File: src/sv/assert_macros.svh
// ----------------------------------------------------------------------------
// Assertion macros
// Clocked assertion wrappers; define NO_ASSERTIONS to compile them out.
// ----------------------------------------------------------------------------
`ifndef ASSERT_MACROS_SVH
`define ASSERT_MACROS_SVH

`ifndef NO_ASSERTIONS

// Property checked at every clock edge outside reset.
`define TSP_ASSERT(lbl, clk, rst_n, prop) \
    lbl: assert property (@(posedge clk) disable iff (!rst_n) prop) \
        else $error("task_slot_pool assertion failed");

// Property checked at every clock edge, reset included.
`define TSP_ASSERT_ALWAYS(lbl, clk, prop) \
    lbl: assert property (@(posedge clk) prop) \
        else $error("task_slot_pool assertion failed");

`else

`define TSP_ASSERT(lbl, clk, rst_n, prop)
`define TSP_ASSERT_ALWAYS(lbl, clk, prop)

`endif

`endif

File: src/sv/tsp_pkg.sv
// ----------------------------------------------------------------------------
// tsp_pkg
// Shared types and constants of the task slot pool.
// ----------------------------------------------------------------------------
`default_nettype none

package tsp_pkg;

    localparam int SLOTS        = 16;
    localparam int HANDLE_WIDTH = 32;

    localparam int SLOT_W = (SLOTS > 1) ? $clog2(SLOTS) : 1;
    localparam int OCC_W  = $clog2(SLOTS + 1);

    // Transaction field widths.
    localparam int FUNC_W     = 2;
    localparam int HANDLE_IN_W = 32;
    localparam int CREDIT_W   = 16;
    localparam int STATUS_W   = 2;
    localparam int TASK_W     = 32;
    localparam int SLOT_IDX_W = 4;
    localparam int OCC_OUT_W  = 5;
    localparam int COUNT_W    = 32;
    localparam int THR_W      = 5;

    typedef enum logic [FUNC_W-1:0] {
        FUNC_ADD    = 2'd0,
        FUNC_GET    = 2'd1,
        FUNC_CREDIT = 2'd2,
        FUNC_NONE   = 2'd3
    } func_t;

    typedef enum logic [STATUS_W-1:0] {
        ST_OK    = 2'd0,
        ST_FULL  = 2'd1,
        ST_EMPTY = 2'd2
    } status_t;

    // Request from the top level to the slot allocator.
    typedef struct packed {
        logic take;     // occupy lowest free slot
        logic release_; // free lowest occupied slot
    } alloc_req_t;

    // Lookup result of the allocator, valid in the current cycle.
    typedef struct packed {
        logic              free_hit;
        logic [SLOT_W-1:0] free_idx;
        logic              used_hit;
        logic [SLOT_W-1:0] used_idx;
    } alloc_rsp_t;

endpackage

`default_nettype wire

File: src/sv/tsp_if.sv
// ----------------------------------------------------------------------------
// Task slot pool channels
// Request and response handshake interfaces (valid/ready).
// ----------------------------------------------------------------------------
`default_nettype none

interface tsp_req_if;
    logic        valid;
    logic        ready;
    logic [1:0]  func;
    logic [31:0] task_handle;
    logic [15:0] outside_count;

    modport source (output valid, output func, output task_handle,
                    output outside_count, input ready);
    modport sink   (input valid, input func, input task_handle,
                    input outside_count, output ready);
endinterface

interface tsp_rsp_if;
    logic        valid;
    logic        ready;
    logic [1:0]  status;
    logic [31:0] task_out;
    logic [3:0]  slot_index;
    logic [4:0]  occupancy;
    logic [31:0] inserted_total;
    logic [31:0] processed_total;
    logic        enough_buffered;

    modport source (output valid, output status, output task_out,
                    output slot_index, output occupancy, output inserted_total,
                    output processed_total, output enough_buffered, input ready);
    modport sink   (input valid, input status, input task_out,
                    input slot_index, input occupancy, input inserted_total,
                    input processed_total, input enough_buffered, output ready);
endinterface

`default_nettype wire

File: src/sv/tsp_ram.sv
// ----------------------------------------------------------------------------
// tsp_ram
// Simple dual-port RAM, one write and one registered read port.
// ----------------------------------------------------------------------------
`default_nettype none

module tsp_ram #(
    parameter int DEPTH = 16,
    parameter int WIDTH = 32,
    parameter int ADDR_W = (DEPTH > 1) ? $clog2(DEPTH) : 1
) (
    input  wire logic              clk,
    input  wire logic              we,
    input  wire logic [ADDR_W-1:0] waddr,
    input  wire logic [WIDTH-1:0]  wdata,
    input  wire logic              re,
    input  wire logic [ADDR_W-1:0] raddr,
    output logic      [WIDTH-1:0]  rdata
);

    logic [WIDTH-1:0] mem [DEPTH];

    always_ff @(posedge clk)
    begin
        if (we)
        begin
            mem[waddr] <= wdata;
        end
    end

    always_ff @(posedge clk)
    begin
        if (re)
        begin
            rdata <= mem[raddr];
        end
    end

endmodule

`default_nettype wire

File: src/sv/tsp_alloc.sv
// ----------------------------------------------------------------------------
// tsp_alloc
// Slot valid bits, first-free / first-used search and occupancy count.
// ----------------------------------------------------------------------------
`default_nettype none

module tsp_alloc
    import tsp_pkg::*;
(
    input  wire logic       clk,
    input  wire logic       rst_n,
    input  wire alloc_req_t req,
    output alloc_rsp_t      rsp,
    output logic [OCC_W-1:0] occ
);

    logic [SLOTS-1:0] valid_reg;
    logic [SLOTS-1:0] valid_next;
    logic [OCC_W-1:0] occ_reg;
    logic [OCC_W-1:0] occ_next;

    // Priority search, lowest index wins.
    always_comb
    begin
        rsp = '0;
        for (int i = SLOTS - 1; i >= 0; i--)
        begin
            if (!valid_reg[i])
            begin
                rsp.free_hit = 1'b1;
                rsp.free_idx = SLOT_W'(i);
            end
            if (valid_reg[i])
            begin
                rsp.used_hit = 1'b1;
                rsp.used_idx = SLOT_W'(i);
            end
        end
    end

    always_comb
    begin
        valid_next = valid_reg;
        occ_next   = occ_reg;
        if (req.take && rsp.free_hit)
        begin
            valid_next[rsp.free_idx] = 1'b1;
            occ_next = occ_reg + OCC_W'(1);
        end
        else if (req.release_ && rsp.used_hit)
        begin
            valid_next[rsp.used_idx] = 1'b0;
            occ_next = occ_reg - OCC_W'(1);
        end
    end

    always_ff @(posedge clk or negedge rst_n)
    begin
        if (!rst_n)
        begin
            valid_reg <= '0;
            occ_reg   <= '0;
        end
        else
        begin
            valid_reg <= valid_next;
            occ_reg   <= occ_next;
        end
    end

    assign occ = occ_reg;

endmodule

`default_nettype wire

File: src/sv/task_slot_pool.sv
// A result is presented in the cycle after its request is accepted.
// Throughput: one request per cycle; the slot search and counter updates
// finish in the accept cycle and the handle RAM read completes the next.
// A waiting result stalls new requests only while the response is not taken.
// Reset (rst_n, async low): all slots free, totals and threshold zero;
// the handle RAM is not cleared, a slot is read only after it was written.
// ----------------------------------------------------------------------------
// task_slot_pool
// Pool of task slots with lowest-free allocation and lowest-used removal.
// ----------------------------------------------------------------------------
`default_nettype none

`include "assert_macros.svh"

module task_slot_pool
    import tsp_pkg::*;
(
    input  wire logic             clk,
    input  wire logic             rst_n,
    tsp_req_if.sink               req,
    tsp_rsp_if.source             rsp,
    input  wire logic             cfg_we,
    input  wire logic [THR_W-1:0] cfg_wdata
);

    // ------------------------------------------------------------------
    // Handshake: the response register is the only buffer. A new request
    // is taken when it is empty or being drained in the same cycle.
    // ------------------------------------------------------------------
    logic accept;
    logic rsp_valid_reg;

    assign req.ready = !rsp_valid_reg || rsp.ready;
    assign accept    = req.valid && req.ready;

    // Configuration register.
    logic [THR_W-1:0] thr_reg;

    always_ff @(posedge clk or negedge rst_n)
    begin
        if (!rst_n)
        begin
            thr_reg <= '0;
        end
        else if (cfg_we)
        begin
            thr_reg <= cfg_wdata;
        end
    end

    // ------------------------------------------------------------------
    // Decode and slot allocation.
    // ------------------------------------------------------------------
    logic       is_add;
    logic       is_get;
    logic       is_credit;
    alloc_req_t a_req;
    alloc_rsp_t a_rsp;
    logic [OCC_W-1:0] occ;
    logic       add_ok;
    logic       get_ok;

    assign is_add    = (req.func == FUNC_ADD);
    assign is_get    = (req.func == FUNC_GET);
    assign is_credit = (req.func == FUNC_CREDIT);

    assign a_req.take     = accept && is_add;
    assign a_req.release_ = accept && is_get;

    assign add_ok = a_req.take && a_rsp.free_hit;
    assign get_ok = a_req.release_ && a_rsp.used_hit;

    tsp_alloc u_alloc (
        .clk   (clk),
        .rst_n (rst_n),
        .req   (a_req),
        .rsp   (a_rsp),
        .occ   (occ)
    );

    // ------------------------------------------------------------------
    // Handle storage. Write on a successful add, read on a successful get;
    // read data lands with the response and holds until the next get.
    // A get in the cycle after an add to the same slot reads the new data
    // since the write has already completed at that edge.
    // ------------------------------------------------------------------
    logic [HANDLE_WIDTH-1:0] rdata;

    tsp_ram #(
        .DEPTH (SLOTS),
        .WIDTH (HANDLE_WIDTH)
    ) u_ram (
        .clk   (clk),
        .we    (add_ok),
        .waddr (a_rsp.free_idx),
        .wdata (HANDLE_WIDTH'(req.task_handle)),
        .re    (get_ok),
        .raddr (a_rsp.used_idx),
        .rdata (rdata)
    );

    // ------------------------------------------------------------------
    // Totals and response register. The totals themselves serve as the
    // response fields: they only change on accept, which implies the
    // previous response was already taken.
    // ------------------------------------------------------------------
    logic [COUNT_W-1:0] ins_cnt_reg;
    logic [COUNT_W-1:0] ins_cnt_next;
    logic [COUNT_W-1:0] proc_cnt_reg;
    logic [COUNT_W-1:0] proc_cnt_next;
    status_t            status_reg;
    status_t            status_next;
    logic [SLOT_W-1:0]  slot_reg;
    logic [SLOT_W-1:0]  slot_next;
    logic               get_ok_reg;
    logic               rsp_valid_next;

    always_comb
    begin
        ins_cnt_next   = ins_cnt_reg;
        proc_cnt_next  = proc_cnt_reg;
        status_next    = status_reg;
        slot_next      = slot_reg;
        rsp_valid_next = rsp_valid_reg;
        if (rsp.valid && rsp.ready)
        begin
            rsp_valid_next = 1'b0;
        end
        if (accept)
        begin
            rsp_valid_next = 1'b1;
            status_next    = ST_OK;
            slot_next      = '0;
            if (is_add)
            begin
                if (add_ok)
                begin
                    ins_cnt_next = ins_cnt_reg + COUNT_W'(1);
                    slot_next    = a_rsp.free_idx;
                end
                else
                begin
                    status_next = ST_FULL;
                end
            end
            else if (is_get)
            begin
                if (get_ok)
                begin
                    proc_cnt_next = proc_cnt_reg + COUNT_W'(1);
                    slot_next     = a_rsp.used_idx;
                end
                else
                begin
                    status_next = ST_EMPTY;
                end
            end
            else if (is_credit)
            begin
                proc_cnt_next = proc_cnt_reg + COUNT_W'(req.outside_count);
            end
        end
    end

    always_ff @(posedge clk or negedge rst_n)
    begin
        if (!rst_n)
        begin
            rsp_valid_reg <= 1'b0;
            ins_cnt_reg   <= '0;
            proc_cnt_reg  <= '0;
            status_reg    <= ST_OK;
            slot_reg      <= '0;
            get_ok_reg    <= 1'b0;
        end
        else
        begin
            rsp_valid_reg <= rsp_valid_next;
            ins_cnt_reg   <= ins_cnt_next;
            proc_cnt_reg  <= proc_cnt_next;
            status_reg    <= status_next;
            slot_reg      <= slot_next;
            if (accept)
            begin
                get_ok_reg <= get_ok;
            end
        end
    end

    // Threshold of zero means at least one task buffered.
    logic enough;

    assign enough = (thr_reg == '0) ? (occ != '0) : (32'(occ) >= 32'(thr_reg));

    assign rsp.valid           = rsp_valid_reg;
    assign rsp.status          = status_reg;
    assign rsp.task_out        = get_ok_reg ? TASK_W'(rdata) : '0;
    assign rsp.slot_index      = SLOT_IDX_W'(slot_reg);
    assign rsp.occupancy       = OCC_OUT_W'(occ);
    assign rsp.inserted_total  = ins_cnt_reg;
    assign rsp.processed_total = proc_cnt_reg;
    assign rsp.enough_buffered = enough;

    // ------------------------------------------------------------------
    // Assertions
    // ------------------------------------------------------------------
    `TSP_ASSERT(a_occ_range, clk, rst_n, 32'(occ) <= SLOTS)
    `TSP_ASSERT(a_full_means_full, clk, rst_n, (rsp_valid_reg && status_reg == ST_FULL) |-> (32'(occ) == SLOTS))
    `TSP_ASSERT(a_add_counts, clk, rst_n, add_ok |=> (ins_cnt_reg == $past(ins_cnt_reg) + COUNT_W'(1)) && (occ == $past(occ) + OCC_W'(1)))
    `TSP_ASSERT(a_empty_means_empty, clk, rst_n, (rsp_valid_reg && status_reg == ST_EMPTY) |-> (occ == '0))

endmodule

`default_nettype wire
File: src/flat_wrapper.sv
// flat-port wrapper written by rule: the top's interface ports become plain ports
module task_slot_pool_flat import tsp_pkg::*;
  (clk, rst_n, cfg_we, cfg_wdata, req_valid, req_func, req_task_handle, req_outside_count, req_ready, rsp_valid, rsp_status, rsp_task_out, rsp_slot_index, rsp_occupancy, rsp_inserted_total, rsp_processed_total, rsp_enough_buffered, rsp_ready);
  tsp_req_if req_i ();
  tsp_rsp_if rsp_i ();
  input  wire logic clk;
  input  wire logic rst_n;
  input  wire logic cfg_we;
  input  wire logic [THR_W-1:0] cfg_wdata;
  input wire logic [$bits(req_i.valid)-1:0] req_valid;
  input wire logic [$bits(req_i.func)-1:0] req_func;
  input wire logic [$bits(req_i.task_handle)-1:0] req_task_handle;
  input wire logic [$bits(req_i.outside_count)-1:0] req_outside_count;
  output wire logic [$bits(req_i.ready)-1:0] req_ready;
  output wire logic [$bits(rsp_i.valid)-1:0] rsp_valid;
  output wire logic [$bits(rsp_i.status)-1:0] rsp_status;
  output wire logic [$bits(rsp_i.task_out)-1:0] rsp_task_out;
  output wire logic [$bits(rsp_i.slot_index)-1:0] rsp_slot_index;
  output wire logic [$bits(rsp_i.occupancy)-1:0] rsp_occupancy;
  output wire logic [$bits(rsp_i.inserted_total)-1:0] rsp_inserted_total;
  output wire logic [$bits(rsp_i.processed_total)-1:0] rsp_processed_total;
  output wire logic [$bits(rsp_i.enough_buffered)-1:0] rsp_enough_buffered;
  input wire logic [$bits(rsp_i.ready)-1:0] rsp_ready;
  assign req_i.valid = req_valid;
  assign req_i.func = req_func;
  assign req_i.task_handle = req_task_handle;
  assign req_i.outside_count = req_outside_count;
  assign req_ready = req_i.ready;
  assign rsp_valid = rsp_i.valid;
  assign rsp_status = rsp_i.status;
  assign rsp_task_out = rsp_i.task_out;
  assign rsp_slot_index = rsp_i.slot_index;
  assign rsp_occupancy = rsp_i.occupancy;
  assign rsp_inserted_total = rsp_i.inserted_total;
  assign rsp_processed_total = rsp_i.processed_total;
  assign rsp_enough_buffered = rsp_i.enough_buffered;
  assign rsp_i.ready = rsp_ready;
  task_slot_pool u_core (.clk(clk), .rst_n(rst_n), .req(req_i), .rsp(rsp_i), .cfg_we(cfg_we), .cfg_wdata(cfg_wdata));
endmodule
File: config.mk
export PLATFORM = sky130hd
export DESIGN_NAME = task_slot_pool_flat
export DESIGN_NICKNAME = d
export VERILOG_FILES = /design/src/sv/tsp_pkg.sv /design/src/sv/tsp_if.sv /design/src/sv/tsp_ram.sv /design/src/sv/tsp_alloc.sv /design/src/sv/task_slot_pool.sv /design/src/flat_wrapper.sv
export VERILOG_INCLUDE_DIRS = /design/src /design/src/sv
export SDC_FILE = /design/constraint.sdc
export NUM_CORES = 1
export LEC_CHECK = 0
export CORE_ASPECT_RATIO = 0.75
export CORE_UTILIZATION = 47
export CTS_CLUSTER_DIAMETER = 60
export CTS_CLUSTER_SIZE = 20
export DETAILED_ROUTE_END_ITERATION = 10
export DONT_BUFFER_PORTS = 1
export GPL_TIMING_DRIVEN = 1
export HOLD_SLACK_MARGIN = 0.1
export PLACE_DENSITY_LB_ADDON = 0.15
export SLEW_MARGIN = 25
export SYNTH_ARGS = -nofsm -noshare
export SYNTH_HDL_FRONTEND = slang
export SYNTH_SLANG_ARGS = --single-unit
File: constraint.sdc
create_clock -name clk -period 5.8 [get_ports clk]
set_input_delay 0.29 -clock clk [delete_from_list [all_inputs] [get_ports clk]]
set_output_delay 0.29 -clock clk [all_outputs]
set_load 0.03 [all_outputs]
==> impl_metrics.tcl <==
set metrics [dict create \
    outcome "completed" \
    detailed_place_hpwl_microns 39000 \
    dr.pass1.iters 5 \
    p_total_mw 12.2 \
    clock_skew_ps 25.3 \
    die_width_microns 277 \
    slew_viol_final 0 \
    hold_slack_ps 223 \
    synth-compound-area-share_pct 9.14 \
    peakVddDrop_mv 0.258 \
    crit_type "flop to flop" \
    syn_area_sq_mm 0.0268 \
    final_net_count 2018 \
    routability_congestion_estimate_from_global_placement 0.867 \
    p_per_area_mw_per_mm2 412 \
    yosysUniqueCellTypes 62 \
    final_hold_viol_count 0 \
    max-cap-violations 0 \
    cts_tree "built" \
    yosys.area.top_type "sky130_fd_sc_hd__edfxtp_1" \
    io_pins 170 \
    port_buffers 0 \
    cts_post_setup_buffers_inserted 0 \
    timing.fmax_ghz 0.263 \
    post-route-period-util_pct 65.6 \
    detailroute.via_count 16000 \
    postRouteWirelength_microns 67200 \
    min_delay_path_depth 5 \
    synth.area.top_cells "sky130_fd_sc_hd__edfxtp_1, sky130_fd_sc_hd__dfrtp_1, sky130_fd_sc_hd__nand2_1, sky130_fd_sc_hd__mux2_2, sky130_fd_sc_hd__mux2i_1" \
    worst-r2r-cell-count 8 \
    relative_max_transition_margin_pct 29.4 \
    first_pass_grt_wire_length_microns 99800 \
    relative_contribution_of_combinational_cells_to_total_power_pct 28.0 \
    synthCells 1910 \
    setup_total_negative_slack_ps 0 \
    biggest_register "u_core.u_ram.mem" \
    worstSkewPairLatency_ps 600 \
    worst_r2r_startpoint "u_core.u_alloc.valid_reg[5]" \
    reg_to_reg_critical_path_endpoint "u_core.u_ram.rdata[25]" \
    switchingPower_mw 4.16 \
    synth-warning-count 0 \
    globalRouteOverflowTotal 0 \
    setup-violations-final 0 \
    synthAdderAreaFrac_pct 1.46 \
    power.leakage_nw 10.5 \
    synthSimpleGateAreaFrac_pct 9.98 \
    antennaDiodeCount 0 \
    cts.root.buffer_cell "sky130_fd_sc_hd__clkbuf_16" \
    post_route_cells_drive_above_1_share_pct 10.4 \
    rsz0062_at_grt "false" \
    clock_path_buffers 3 \
    drt-wirelength-per-cell_microns 25.0 \
    synth.avg_cell_area_sq_um 14.0 \
    design_area_sq_mm 0.0296 \
    synthXorXnorAreaFrac_pct 2.00 \
    crit_path_max_fanout 35 \
    drt_iter0_markers 1692 \
    critical_path.endpoint_type "flop" \
    antenna_found_initial 3 \
    swShare_pct 34.2 \
    vias_per_cell 5.97 \
    cts-buffers-inserted 42 \
    num_rows 75 \
    die-area_sq_mm 0.0579 \
    n_fill_cell 4649 \
    number_of_global_route_vias_before_repair 15300 \
    internal_power_mw 8.02 \
    synth-edff-count 544 \
    timing.final.crit_period_ps 3800 \
    timing.hold.worst_endpoint "u_core.rsp.slot_index[0]" \
    synth-seq-cells 642 \
    largest_register_ffs 512 \
    grt_overall_usage_pct 23.0 \
    placeableCoreArea_sq_mm 0.0561 \
    clockPowerShare_pct 25.3 \
    synth_top_family_by_area "simple AND/OR/NAND/NOR gates" \
    layout_overhead_on_the_synthesized_area_pct 10.5 \
    remaining_drc_errors 0 \
    cts_repair_resize_count 0 \
    ctsHtreeMaxLevel 2 \
    worst-slew-pin-transition_ps 1060 \
    cts.sinks 642 \
    hold_path.startpoint "req_func[1]" \
    hold_class "input pin to flop" \
    worstSetupStartpointType "flop" \
    power.share.sequential_pct 46.8 \
    cp.arrival_ps 4150 \
    antenna_violating_nets_remaining 0 \
    final_cell_mix "sky130_fd_sc_hd__edfxtp_1, sky130_fd_sc_hd__nand2_1, sky130_fd_sc_hd__o21ai_0" \
    yosysTopAreaCellShare_pct 61.1 \
    layout.cells.most_common "sky130_fd_sc_hd__edfxtp_1" \
    synth_fp_nets 2000 \
    die_y_microns 209 \
    ys_dominant_reg_cell "sky130_fd_sc_hd__edfxtp_1" \
    timing.reg2reg.setup_slack_ps 2000 \
    clk_pin_slew_worst_paths_ps 90 \
    ys_async_sr_fraction_pct 15.3 \
    synth_sequential_area_ratio_pct 70.2 \
    post_synth_mux_area_share_pct 5.12 \
    post_dp_cell_area_sq_mm 0.0277 \
    start_util_pct 47.7 \
    worst-endpoint-required_ps 6150 \
    dp.cells 2569 \
    fin_cells 2684 \
    maximum_number_of_pins_on_one_net_before_global_route_repair 99 \
]
-- routing by layer --
| metal | vias to the layer above | GRT usage, % | wire length [microns] |
|---|---|---|---|
| li1 | 7254 | - | - |
| met1 | 8213 | 35.1 | 31500 |
| met2 | 491 | 35.4 | 30600 |
| met3 | 69 | 3.05 | 4050 |
| met4 | 2 | 4.73 | 999 |
| met5 | - | 0 | 8 |
-- power groups by stage --
stage | clock [mW] | combinational [mW] | sequential (mW)
2_1_floorplan | 0 | 2.49 | 5.67
3_3_place_gp | 0 | 3.27 | 5.80
3_5_place_dp | 0 | 3.30 | 5.80
4_1_cts | 3.15 | 3.40 | 5.70
5_1_grt | 3.31 | 3.72 | 5.73
6_report | 3.08 | 3.41 | 5.70
-- repair_timing --
item | CTS | global route
hold buffers | 45 | 0
setup endpoints to repair | 0 | 0
endpoints found under the hold margin | 625 | 0
-- cell type report --
| cell class | instances | area [sq um] | area share [%] |
|---|---|---|---|
| Inverter | 26 | 97.6 | 0.330 |
| Sequential cell | 642 | 18800 | 63.5 |
| Tap cell | 731 | 915 | 3.09 |
| Multi-Input combinational cell | 1136 | 7610 | 25.7 |
| Timing Repair Buffer | 80 | 836 | 2.83 |
| Clock inverter | 14 | 149 | 0.504 |
| Clock buffer | 55 | 1170 | 3.97 |
-- metrics by stage --
stage          util [%]  setup WS [ps]
3_5_place_dp       49.4           1840
5_1_grt            52.7           1800
4_1_cts            52.6           1960
3_3_place_gp       49.3           1930
2_1_floorplan         -           1570
6_report           52.7           2000
-- cells in the mapped netlist, types with 11 or more instances --
library cell,count
sky130_fd_sc_hd__edfxtp_1,544
sky130_fd_sc_hd__nand2_1,200
sky130_fd_sc_hd__o21ai_0,108
sky130_fd_sc_hd__dfrtp_1,98
sky130_fd_sc_hd__nor2_1,95
sky130_fd_sc_hd__clkbuf_1,69
sky130_fd_sc_hd__and3_1,64
sky130_fd_sc_hd__mux2_2,61
sky130_fd_sc_hd__nand3_1,61
sky130_fd_sc_hd__mux2i_1,57
sky130_fd_sc_hd__a211oi_1,56
sky130_fd_sc_hd__xnor2_1,42
sky130_fd_sc_hd__o22ai_1,40
sky130_fd_sc_hd__and2_1,36
sky130_fd_sc_hd__a31oi_1,33
sky130_fd_sc_hd__a21oi_1,29
sky130_fd_sc_hd__ha_1,28
sky130_fd_sc_hd__buf_2,27
sky130_fd_sc_hd__inv_1,25
sky130_fd_sc_hd__nor2b_1,22
sky130_fd_sc_hd__xor2_1,19
sky130_fd_sc_hd__a311o_1,18
sky130_fd_sc_hd__nand4_1,16
sky130_fd_sc_hd__nor3_1,15
sky130_fd_sc_hd__nand2b_1,14
sky130_fd_sc_hd__a21o_1,13
sky130_fd_sc_hd__o21ai_1,11
-- worst max path at each step --
stage,cells after the start,from,to,slack (ps)
2_1_floorplan,7,u_core.u_alloc.valid_reg[11],u_core.u_ram.mem[3][0],1570
3_3_place_gp,6,u_core.rsp.valid,u_core.u_ram.mem[13][2],1930
3_5_place_dp,13,req_func[1],u_core.rsp.processed_total[30],1840
4_1_cts,6,u_core.rsp.valid,u_core.u_ram.mem[14][31],1960
5_1_grt,8,u_core.u_alloc.valid_reg[5],u_core.u_ram.rdata[25],1800
6_report,8,u_core.u_alloc.valid_reg[5],u_core.u_ram.rdata[25],2000
-- critical path, cell delays in order, from the launching register on --
cell and delay [ps]:
sky130_fd_sc_hd__dfrtp_1 520, sky130_fd_sc_hd__nor3_1 320, sky130_fd_sc_hd__nand2_1 160, sky130_fd_sc_hd__o211ai_4 830, sky130_fd_sc_hd__buf_4 620, sky130_fd_sc_hd__mux2_2 400, sky130_fd_sc_hd__o21ai_0 140, sky130_fd_sc_hd__a31oi_1 100
sky130_fd_sc_hd__or4_1 450
-- cells by family (layout without fill, tap and decap cells) --
family	count (synthesis)	after routing
buffers and inverters	132	175
XOR/XNOR	61	61
AO/OA/AOI/OAI	365	365
adder cells (fa/ha/maj)	30	30
multiplexers	128	128
AND/OR/NAND/NOR	552	552
flip-flops	642	642
No activity file was read; power rests on OpenSTA's default activity.
